[config.mk]
export PLATFORM = sky130hd
export DESIGN_NAME = gvw_ctrl
export DESIGN_NICKNAME = d
export VERILOG_FILES = /design/src/rtl/core/gvw_pkg.sv /design/src/rtl/core/gvw_ctrl.sv
export SDC_FILE = /design/constraint.sdc
export NUM_CORES = 1
export LEC_CHECK = 0
export BUFFER_PORTS_ARGS = -buffer_cell sky130_fd_sc_hd__buf_2
export CORE_UTILIZATION = 53
export DETAILED_ROUTE_END_ITERATION = 10
export PLACE_DENSITY = 0.79
export SLEW_MARGIN = 40
export SYNTH_ARGS = -nofsm -noshare
export SYNTH_HDL_FRONTEND = slang
export SYNTH_SLANG_ARGS = --single-unit
[constraint.sdc]
create_clock -name i_clk -period 2.1 [get_ports i_clk]
set_clock_uncertainty 0.05 [all_clocks]
set_input_delay 0.21 -clock i_clk [delete_from_list [all_inputs] [get_ports i_clk]]
set_output_delay 0.21 -clock i_clk [all_outputs]
set_load 0.005 [all_outputs]
[src/rtl/core/gvw_pkg.sv]
// gvw_pkg: shared types, constants and helpers of the grid ray voxel walker
// used by every module of the walker, no dependencies
package gvw_pkg;

    localparam int CW            = 32;   // coordinate and time width
    localparam int BW            = 43;   // box bound width
    localparam int PW            = 64;   // product and dividend width
    localparam int AXW           = 9;    // cell index width per axis
    localparam int NW            = 10;   // cell count width per axis
    localparam int MAX_CELLS     = 512;
    localparam int DIV_STEPS     = 64;
    localparam int DCW           = $clog2(DIV_STEPS);

    localparam logic signed [CW-1:0] TIME_HI = {1'b0, {(CW-1){1'b1}}};
    localparam logic signed [CW-1:0] TIME_LO = {1'b1, {(CW-1){1'b0}}};

    localparam logic [1:0] STAT_CELL = 2'd0;
    localparam logic [1:0] STAT_MISS = 2'd1;
    localparam logic [1:0] STAT_END  = 2'd2;

    localparam logic OPER_START   = 1'b0;
    localparam logic OPER_ADVANCE = 1'b1;

    typedef enum logic [2:0] {
        REG_GMIN_X = 3'd0,
        REG_GMIN_Y = 3'd1,
        REG_GMIN_Z = 3'd2,
        REG_CSZ_X  = 3'd3,
        REG_CSZ_Y  = 3'd4,
        REG_CSZ_Z  = 3'd5,
        REG_DIMS   = 3'd6
    } t_reg;

    typedef enum logic [4:0] {
        ST_IDLE, ST_BMUL, ST_BADD, ST_SLAB, ST_W_T0, ST_W_T1, ST_MERGE,
        ST_DECIDE, ST_EMUL, ST_ECLAMP, ST_CGO, ST_W_CELL, ST_NMUL, ST_NGO,
        ST_W_NCT, ST_W_INT, ST_FIN, ST_IDX1, ST_IDX2, ST_ADV, ST_EMIT
    } t_state;

    typedef enum logic [3:0] {
        OP_NONE, OP_LOAD, OP_BMUL, OP_BADD, OP_SLAB, OP_ST_T0, OP_ST_T1,
        OP_MERGE, OP_DECIDE, OP_EMUL, OP_ECLAMP, OP_ST_CELL, OP_NMUL,
        OP_ST_NCT, OP_ST_INT, OP_FIN
    } t_op;

    typedef enum logic [2:0] {
        DS_T0, DS_T1, DS_CELL, DS_NCT, DS_INT
    } t_dsel;

    typedef struct packed {
        t_op        op;
        logic       idx1;
        logic       idx2;
        logic       adv;
        logic       emit;
        logic [1:0] ax;
        logic       div_go;
        t_dsel      dsel;
    } t_cmd;

    typedef struct packed {
        logic div_done;
        logic d_zero;
        logic miss;
        logic in_box;
        logic adv_ok;
        logic out_free;
    } t_stat;

    typedef struct packed {
        logic                 operation;
        logic signed [CW-1:0] origin_x;
        logic signed [CW-1:0] origin_y;
        logic signed [CW-1:0] origin_z;
        logic signed [CW-1:0] dir_x;
        logic signed [CW-1:0] dir_y;
        logic signed [CW-1:0] dir_z;
        logic signed [CW-1:0] ray_t_min;
        logic signed [CW-1:0] ray_t_max;
    } t_req;

    typedef struct packed {
        logic [AXW-1:0] cell_x;
        logic [AXW-1:0] cell_y;
        logic [AXW-1:0] cell_z;
        logic [26:0]    cell_index;
        logic [1:0]     status;
    } t_rsp;

    function automatic logic signed [CW-1:0] sat32(input logic signed [PW-1:0] v);
        if (v > PW'(TIME_HI)) begin
            return TIME_HI;
        end else if (v < PW'(TIME_LO)) begin
            return TIME_LO;
        end
        return v[CW-1:0];
    endfunction

    // cell count of one axis, field plus one, capped
    function automatic logic [NW-1:0] ncells(input logic [26:0] dims, input logic [1:0] ax);
        logic [AXW-1:0] f;
        logic [NW-1:0]  n;
        unique case (ax)
            2'd0:    f = dims[8:0];
            2'd1:    f = dims[17:9];
            default: f = dims[26:18];
        endcase
        n = NW'(f) + NW'(1);
        return (n > NW'(MAX_CELLS)) ? NW'(MAX_CELLS) : n;
    endfunction

    function automatic logic [30:0] csize(input logic [30:0] cs);
        return (cs == 31'd0) ? 31'd1 : cs;
    endfunction

endpackage

[src/rtl/core/gvw_ctrl.sv]
// gvw_ctrl: walker sequencer, steps the datapath through ray setup and advance
// depends on gvw_pkg
module gvw_ctrl
    import gvw_pkg::*;
(
    input  logic  i_clk,
    input  logic  i_rst_n,
    input  logic  i_in_valid,
    input  logic  i_in_oper,
    output logic  o_in_ready,
    input  t_stat i_stat,
    output t_cmd  o_cmd
);

    t_state     r_state, n_state;
    logic [1:0] r_ax, n_ax;

    always_ff @(posedge i_clk) begin
        if (!i_rst_n) begin
            r_state <= ST_IDLE;
            r_ax    <= '0;
        end else begin
            r_state <= n_state;
            r_ax    <= n_ax;
        end
    end

    always_comb begin
        n_state      = r_state;
        n_ax         = r_ax;
        o_in_ready   = 1'b0;
        o_cmd.op     = OP_NONE;
        o_cmd.idx1   = 1'b0;
        o_cmd.idx2   = 1'b0;
        o_cmd.adv    = 1'b0;
        o_cmd.emit   = 1'b0;
        o_cmd.ax     = r_ax;
        o_cmd.div_go = 1'b0;
        o_cmd.dsel   = DS_T0;

        unique case (r_state)
            ST_IDLE: begin
                o_in_ready = 1'b1;
                if (i_in_valid) begin
                    if (i_in_oper == OPER_START) begin
                        o_cmd.op = OP_LOAD;
                        n_ax     = 2'd0;
                        n_state  = ST_BMUL;
                    end else begin
                        n_state = ST_ADV;
                    end
                end
            end
            ST_BMUL: begin
                o_cmd.op = OP_BMUL;
                n_state  = ST_BADD;
            end
            ST_BADD: begin
                o_cmd.op = OP_BADD;
                n_state  = ST_SLAB;
            end
            ST_SLAB: begin
                o_cmd.op = OP_SLAB;
                if (i_stat.d_zero) begin
                    n_ax    = (r_ax == 2'd2) ? 2'd0 : r_ax + 2'd1;
                    n_state = (r_ax == 2'd2) ? ST_DECIDE : ST_BMUL;
                end else begin
                    o_cmd.div_go = 1'b1;
                    o_cmd.dsel   = DS_T0;
                    n_state      = ST_W_T0;
                end
            end
            ST_W_T0: begin
                if (i_stat.div_done) begin
                    o_cmd.op     = OP_ST_T0;
                    o_cmd.div_go = 1'b1;
                    o_cmd.dsel   = DS_T1;
                    n_state      = ST_W_T1;
                end
            end
            ST_W_T1: begin
                if (i_stat.div_done) begin
                    o_cmd.op = OP_ST_T1;
                    n_state  = ST_MERGE;
                end
            end
            ST_MERGE: begin
                o_cmd.op = OP_MERGE;
                n_ax     = (r_ax == 2'd2) ? 2'd0 : r_ax + 2'd1;
                n_state  = (r_ax == 2'd2) ? ST_DECIDE : ST_BMUL;
            end
            ST_DECIDE: begin
                o_cmd.op = OP_DECIDE;
                n_ax     = 2'd0;
                priority if (i_stat.miss) begin
                    n_state = ST_EMIT;
                end else if (i_stat.in_box) begin
                    n_state = ST_CGO;
                end else begin
                    n_state = ST_EMUL;
                end
            end
            ST_EMUL: begin
                o_cmd.op = OP_EMUL;
                n_state  = ST_ECLAMP;
            end
            ST_ECLAMP: begin
                o_cmd.op = OP_ECLAMP;
                n_ax     = (r_ax == 2'd2) ? 2'd0 : r_ax + 2'd1;
                n_state  = (r_ax == 2'd2) ? ST_CGO : ST_EMUL;
            end
            ST_CGO: begin
                o_cmd.div_go = 1'b1;
                o_cmd.dsel   = DS_CELL;
                n_state      = ST_W_CELL;
            end
            ST_W_CELL: begin
                o_cmd.dsel = DS_CELL;
                if (i_stat.div_done) begin
                    o_cmd.op = OP_ST_CELL;
                    if (i_stat.d_zero) begin
                        n_ax    = (r_ax == 2'd2) ? 2'd0 : r_ax + 2'd1;
                        n_state = (r_ax == 2'd2) ? ST_FIN : ST_CGO;
                    end else begin
                        n_state = ST_NMUL;
                    end
                end
            end
            ST_NMUL: begin
                o_cmd.op = OP_NMUL;
                n_state  = ST_NGO;
            end
            ST_NGO: begin
                o_cmd.div_go = 1'b1;
                o_cmd.dsel   = DS_NCT;
                n_state      = ST_W_NCT;
            end
            ST_W_NCT: begin
                if (i_stat.div_done) begin
                    o_cmd.op     = OP_ST_NCT;
                    o_cmd.div_go = 1'b1;
                    o_cmd.dsel   = DS_INT;
                    n_state      = ST_W_INT;
                end
            end
            ST_W_INT: begin
                if (i_stat.div_done) begin
                    o_cmd.op = OP_ST_INT;
                    n_ax     = (r_ax == 2'd2) ? 2'd0 : r_ax + 2'd1;
                    n_state  = (r_ax == 2'd2) ? ST_FIN : ST_CGO;
                end
            end
            ST_FIN: begin
                o_cmd.op = OP_FIN;
                n_state  = ST_IDX1;
            end
            ST_IDX1: begin
                o_cmd.idx1 = 1'b1;
                n_state    = ST_IDX2;
            end
            ST_IDX2: begin
                o_cmd.idx2 = 1'b1;
                n_state    = ST_EMIT;
            end
            ST_ADV: begin
                o_cmd.adv = 1'b1;
                n_state   = i_stat.adv_ok ? ST_IDX1 : ST_EMIT;
            end
            ST_EMIT: begin
                if (i_stat.out_free) begin
                    o_cmd.emit = 1'b1;
                    n_state    = ST_IDLE;
                end
            end
            default: n_state = ST_IDLE;
        endcase
    end

endmodule

==> reports/qor.csv, run 1 <==
metric,value,unit
Longest Clk Path Bufs,2,
HPWL after detailed placement,2440,um
"Async S/R FF share, synth",0,
H-tree lvl count,1,
postcts setup bufs,0,
Setup crit start kind,flip-flop,
router iterations before antenna repair,5,
Die Footprint,2170,um^2
Global Route Usage Sum,0.333,
Crit Path Max Fanout,12,
Bufs and invs on worst path,2,
Final ANT Viol Nets,0,
Die X,46.6,um
pwr dens,1120,nW/um^2
wire per inst,15.8,um
Starting Density,0.585,
crit-path max cell delay,0.61,ns
number of global-route vias before repair,1175,
GP Congestion,0.949,
Sink Count,7,
Ys Warns,0,
final hold violations,0,
syn_nets,173,
final setup vio count,0,
Pwr Total,1.42,mW
RSZ-0062 raised after global routing,no,
final worst-path cycle share,0.967,
Max Slew Vio Count,0,
number of flops mapped to enable cells by yosys,0,
Pleak,0.547,nW
total number of vias,1412,
ys flop type,dfxtp_1,
"Avg Cell Area, Syn",6.46,um^2
first-pass GRT wire length,5200,um
kind of critical path,flip-flop to output port,
post-synthesis sequential area ratio,0.133,
worst ir drop on vdd,0.000684,V
setup TNS,0,ns
Worst-Skew Late Latency,0.26,ns
layout cell share with drive strength beyond 1,0.275,
"CTS clk-pin slew, worst paths",0.06,ns
Slew HR,0.684,
# fillers,176,
"commonest non-fill, non-tap cell in the layout",buf_2,
pin count of the biggest net entering global routing,22,
CTS root buf,clkbuf_4,
"Arr. time, crit path",1.77,ns
Synth Cell Area,1050,um^2
P&R area growth vs syn,21.0,%
Iter 0 DRT Violations,110,
WP data required,1.84,ns
GRT overflow,0,
drc violations,0,
drt total wl,3380,um
CP Capture Type,output port,
critical path cell sequence,buf_4 -> nand2b_1 -> nor2_1 -> a21oi_1 -> o21ai_0 -> buf_2,
Max Clk Rate,0.492,GHz
CTS tree,built,
Cells after Synth,163,
"commonest non-fill, non-tap cells in the layout","buf_2 (24), nand2_1 (19), a21oi_1 (18)",
I/O pin count,25,
Netlist cell types,51,
Rows,15,
Yosys reg bits,7,
I/O Buffers,24,
core box area,1800,um^2
outcome,finished clean,
nets@finish,200,
max cap viols,0,
"CP delay by family, top",flip-flops,
hold crit path type,input port to flip-flop,
vias per inst,6.60,
shortest period the worst path allows,2.03,ns
Num CTS Buffers,3,
Slew @ Worst Pin,0.473,ns
initial antenna violation count,0,
slowest cell on the critical path,dfxtp_1,
Die H,46.6,um
diodes inserted,0,
## synth_stat cells (all sizes together) (2+ instances only)
cell / instances / share of area
a21oi: 19 / 0.094
nand2: 19 / 0.068
o21ai: 15 / 0.075
nor2: 14 / 0.050
buf: 11 / 0.059
nor2b: 9 / 0.053
a31oi: 7 / 0.042
dfxtp: 7 / 0.13
inv: 6 / 0.021
a21boi: 4 / 0.029
clkbuf: 4 / 0.014
nand2b: 3 / 0.018
nand3: 3 / 0.014
o32ai: 3 / 0.025
a21o: 2 / 0.014
and2: 2 / 0.012
and3: 2 / 0.012
mux2i: 2 / 0.019
nand4b: 2 / 0.017
nor3: 2 / 0.0095
o21bai: 2 / 0.014
o32a: 2 / 0.019
or4: 2 / 0.014
## registers in the layout (all words and copies together), names as in the netlist
register	count
r_state	5
r_ax	2
## worst register-to-register path, stage by stage, from the launching register on
cell and delay, ns:
dfxtp_1 0.61, buf_4 0.27, nand2b_1 0.23, a21oi_1 0.09, o21ai_0 0.18, o221a_2 0.24
o21ai_1 0.07
## metal layers
metal	GRT usage	wire length, um	vias to the layer above	share of wire
met5	0	0	-	0
li1	-	-	657	-
met2	0.525	1540	106	0.46
met1	0.442	1360	638	0.40
met4	0.100	51	0	0.015
met3	0.0745	425	11	0.13
## power by group
group          internal, mW  leakage, nW  switching [mW]
clock network        0.0700       0.0177          0.0584
logic                 0.445        0.470           0.565
registers             0.173       0.0590           0.111
## layout make-up
class	count	area (um^2)	share of cell area
repair buffers	37	230	0.181
flip-flops and latches	7	148	0.116
well taps	25	31.3	0.0245
clock buffers	3	22.5	0.0177
inverters	6	22.5	0.0177
clock inverters	1	5.00	0.00393
multi-input cells	135	816	0.640
## kinds of logic after synthesis
logic type	synth area share
xor gates and xnor gates	0.00832
muxes	0.0190
DFF	0.133
AOI/OAI and AO/OA	0.437
and+or+nand+nor	0.308
buffers and inverters	0.0950
## per-stage QoR
stage | std cells | hold WS, ns | instance area [um^2] | util | setup WS (ns)
finish | 214 | 0.196 | 1270 | 0.708 | 0.0693
global placement | 210 | 0.443 | 1240 | 0.687 | 0.206
CTS | 214 | 0.196 | 1270 | 0.704 | 0.000497
floorplan | 163 | 0.405 | 1050 | - | 0.472
global route | 214 | 0.197 | 1270 | 0.708 | 0.0157
detailed placement | 210 | 0.458 | 1240 | 0.687 | 0.154
## what timing repair did
action / in CTS / in global routing
hold buffers: 0 / 0
hold endpoints to repair: 0 / 0
gates resized for setup: 2 / 4
pin swaps: 0 / 0
gates cloned: 0 / 0
setup endpoints to repair: 2 / 8
## final timing paths
path               from    endpoint  slack, ns  cells past startpoint
max          r_state[4]   o_cmd[10]       0.07                      6
min             i_rst_n  r_state[3]       0.20                      2
max reg2reg  r_state[4]  r_state[0]       0.26                      6
min reg2reg     r_ax[1]     r_ax[1]       0.47                      2
Note: power is estimated with default switching activity, not from simulation.
==> run 2, diff against run 1 <==
Settings changed: CELL_PAD_IN_SITES_DETAIL_PLACEMENT from default to 1, CELL_PAD_IN_SITES_GLOBAL_PLACEMENT from default to 1, CORE_UTILIZATION 53 to 37, PLACE_DENSITY 0.79 to default, PLACE_DENSITY_LB_ADDON from default to 0.1.
==> run 2 against run 1 <==
Net effect:
- first-iteration DRC count decreased by 48%
- flip-flop and latch count did not move
- via count stayed put
- sequential share of layout area about the same
- non-clock buffer count rose by 3
- register-to-register slack got worse by 0.04 ns
- clock-buffer cell count grew 1
- largest cell class unchanged
==> reports/qor.csv, run 2 (same netlist as run 1, synthesis figures left out) <==
metric,value,unit,change
final setup vio count,0,,unchanged
DP Worst Slack,0.117,ns,-0.0369 ns
outcome,finished clean,,
Die Footprint,3060,um^2,+41%
"CTS clk-pin slew, worst paths",0.05,ns,about the same
number of global-route vias before repair,1395,,+19%
Die H,55.4,um,+19%
GRT overflow,0,,unchanged
Num CTS Buffers,3,,unchanged
worst ir drop on vdd,0.000707,V,+3.4%
final hold violations,0,,unchanged
I/O Buffers,24,,unchanged
postcts setup bufs,0,,unchanged
Max Slew Vio Count,0,,unchanged
P&R area growth vs syn,22.7,%,
pwr dens,1160,nW/um^2,+3.7%
shortest period the worst path allows,2.03,ns,-0.0000820 ns
Pleak,0.555,nW,+1.4%
RSZ-0062 raised after global routing,no,,
Worst-Skew Late Latency,0.25,ns,about the same
Starting Density,0.407,,-0.178
Util after Layout,0.499,,-0.209
pin count of the biggest net entering global routing,22,,unchanged
H-tree lvl count,1,,unchanged
initial antenna violation count,0,,unchanged
Top reg by flops,r_state,,
diodes inserted,0,,unchanged
CTS tree,built,,
Global Route Usage Sum,0.293,,-0.0391
hold crit path type,input port to flip-flop,,
Die X,55.4,um,+19%
"CP delay by family, top",simple AND/OR/NAND/NOR gates,,
"commonest non-fill, non-tap cell in the layout",buf_2,,
CTS root buf,clkbuf_4,,
Slew HR,0.711,,+0.0265
Longest Clk Path Bufs,2,,unchanged
HPWL after detailed placement,3220,um,+32%
crit-path max cell delay,0.41,ns,-0.20 ns
max cap viols,0,,unchanged
Slew @ Worst Pin,0.431,ns,-0.0425 ns
drt total wl,4230,um,+25%
Pwr Total,1.50,mW,+5.2%
Largest regs,"r_state: 5 flops, r_ax: 2 flops",,
"Arr. time, crit path",1.77,ns,about the same
I/O pin count,25,,unchanged
kind of critical path,flip-flop to output port,,
Iter 0 DRT Violations,57,,-48%
setup TNS,0,ns,unchanged
slowest cell on the critical path,nor3_1,,
critical path cell sequence,nor3_1 -> nand2_1 -> buf_4 -> o32a_1 -> o21ai_0 -> buf_2,,
GP Congestion,0.877,,-7.6%
WP data required,1.84,ns,about the same
Rows,18,,+3
Final WS setup,0.0694,ns,+0.0000820 ns
CP Capture Type,output port,,
"commonest non-fill, non-tap cells in the layout","buf_2 (24), nand2_1 (19), a21oi_1 (18)",,
wire per inst,19.1,um,+21%
drc violations,0,,unchanged
vias per inst,6.36,,-3.6%
first-pass GRT wire length,7190,um,+38%
Bufs and invs on worst path,2,,unchanged
Max Clk Rate,0.492,GHz,about the same
core box area,2590,um^2,+44%
total number of vias,1412,,unchanged
max reg flops,5,,unchanged
Final ANT Viol Nets,0,,unchanged
Crit Path Max Fanout,15,,+3
Setup crit start kind,flip-flop,,
final worst-path cycle share,0.967,,about the same
nets@finish,203,,+1.5%
Sink Count,7,,unchanged
layout cell share with drive strength beyond 1,0.281,,+0.00612
router iterations before antenna repair,4,,-1
run 2: cell count changes in the layout (fill, tap and decap cells not counted), sizes merged:
cell    before  now
buf         37   40
clkbuf       3    4
clkinv       1    0
run 2: final cells by class:
cell class,count,area [um^2]
fill,358,1300
multi-input combinational,135,816
timing repair buffer,40,240
sequential,7,150
tap,30,37.5
clock buffer,4,26.3
inverter,6,22.5
run 2: timing repair:
item,CTS,global route
resized for setup,3,4
hold buffers,0,0
pin swaps,0,0
endpoints found under the setup margin,3,5
run 2: final timing paths:
check	from	end	slack [ns]	cells after the start
setup / recovery	r_state[3]	o_cmd[10]	0.07	6
hold / removal	i_rst_n	r_state[3]	0.22	2
setup reg to reg	r_state[3]	r_state[2]	0.22	6
hold reg to reg	r_ax[1]	r_ax[1]	0.47	2
run 2: layer usage:
layer  up-vias  part of all wire  GRT usage
met2        54              0.49      0.461
li1        656                 -          -
met5         -                 0          0
met3         0             0.075     0.0632
met1       702              0.44      0.406
met4         0                 0     0.0714
run 2: stage by stage:
step / area (um^2) / hold slack, ns / cells
finish: 1290 / 0.218 / 222
global route: 1290 / 0.231 / 222
CTS: 1280 / 0.217 / 222
detailed placement: 1250 / 0.469 / 218
global placement: 1250 / 0.451 / 218
floorplan: 1050 / 0.405 / 163
run 2: report_power, final:
group          leakage, nW  internal [mW]  switching [mW]
Combinational        0.480          0.477           0.614
Sequential          0.0593          0.172           0.111
Clock               0.0150         0.0726          0.0506
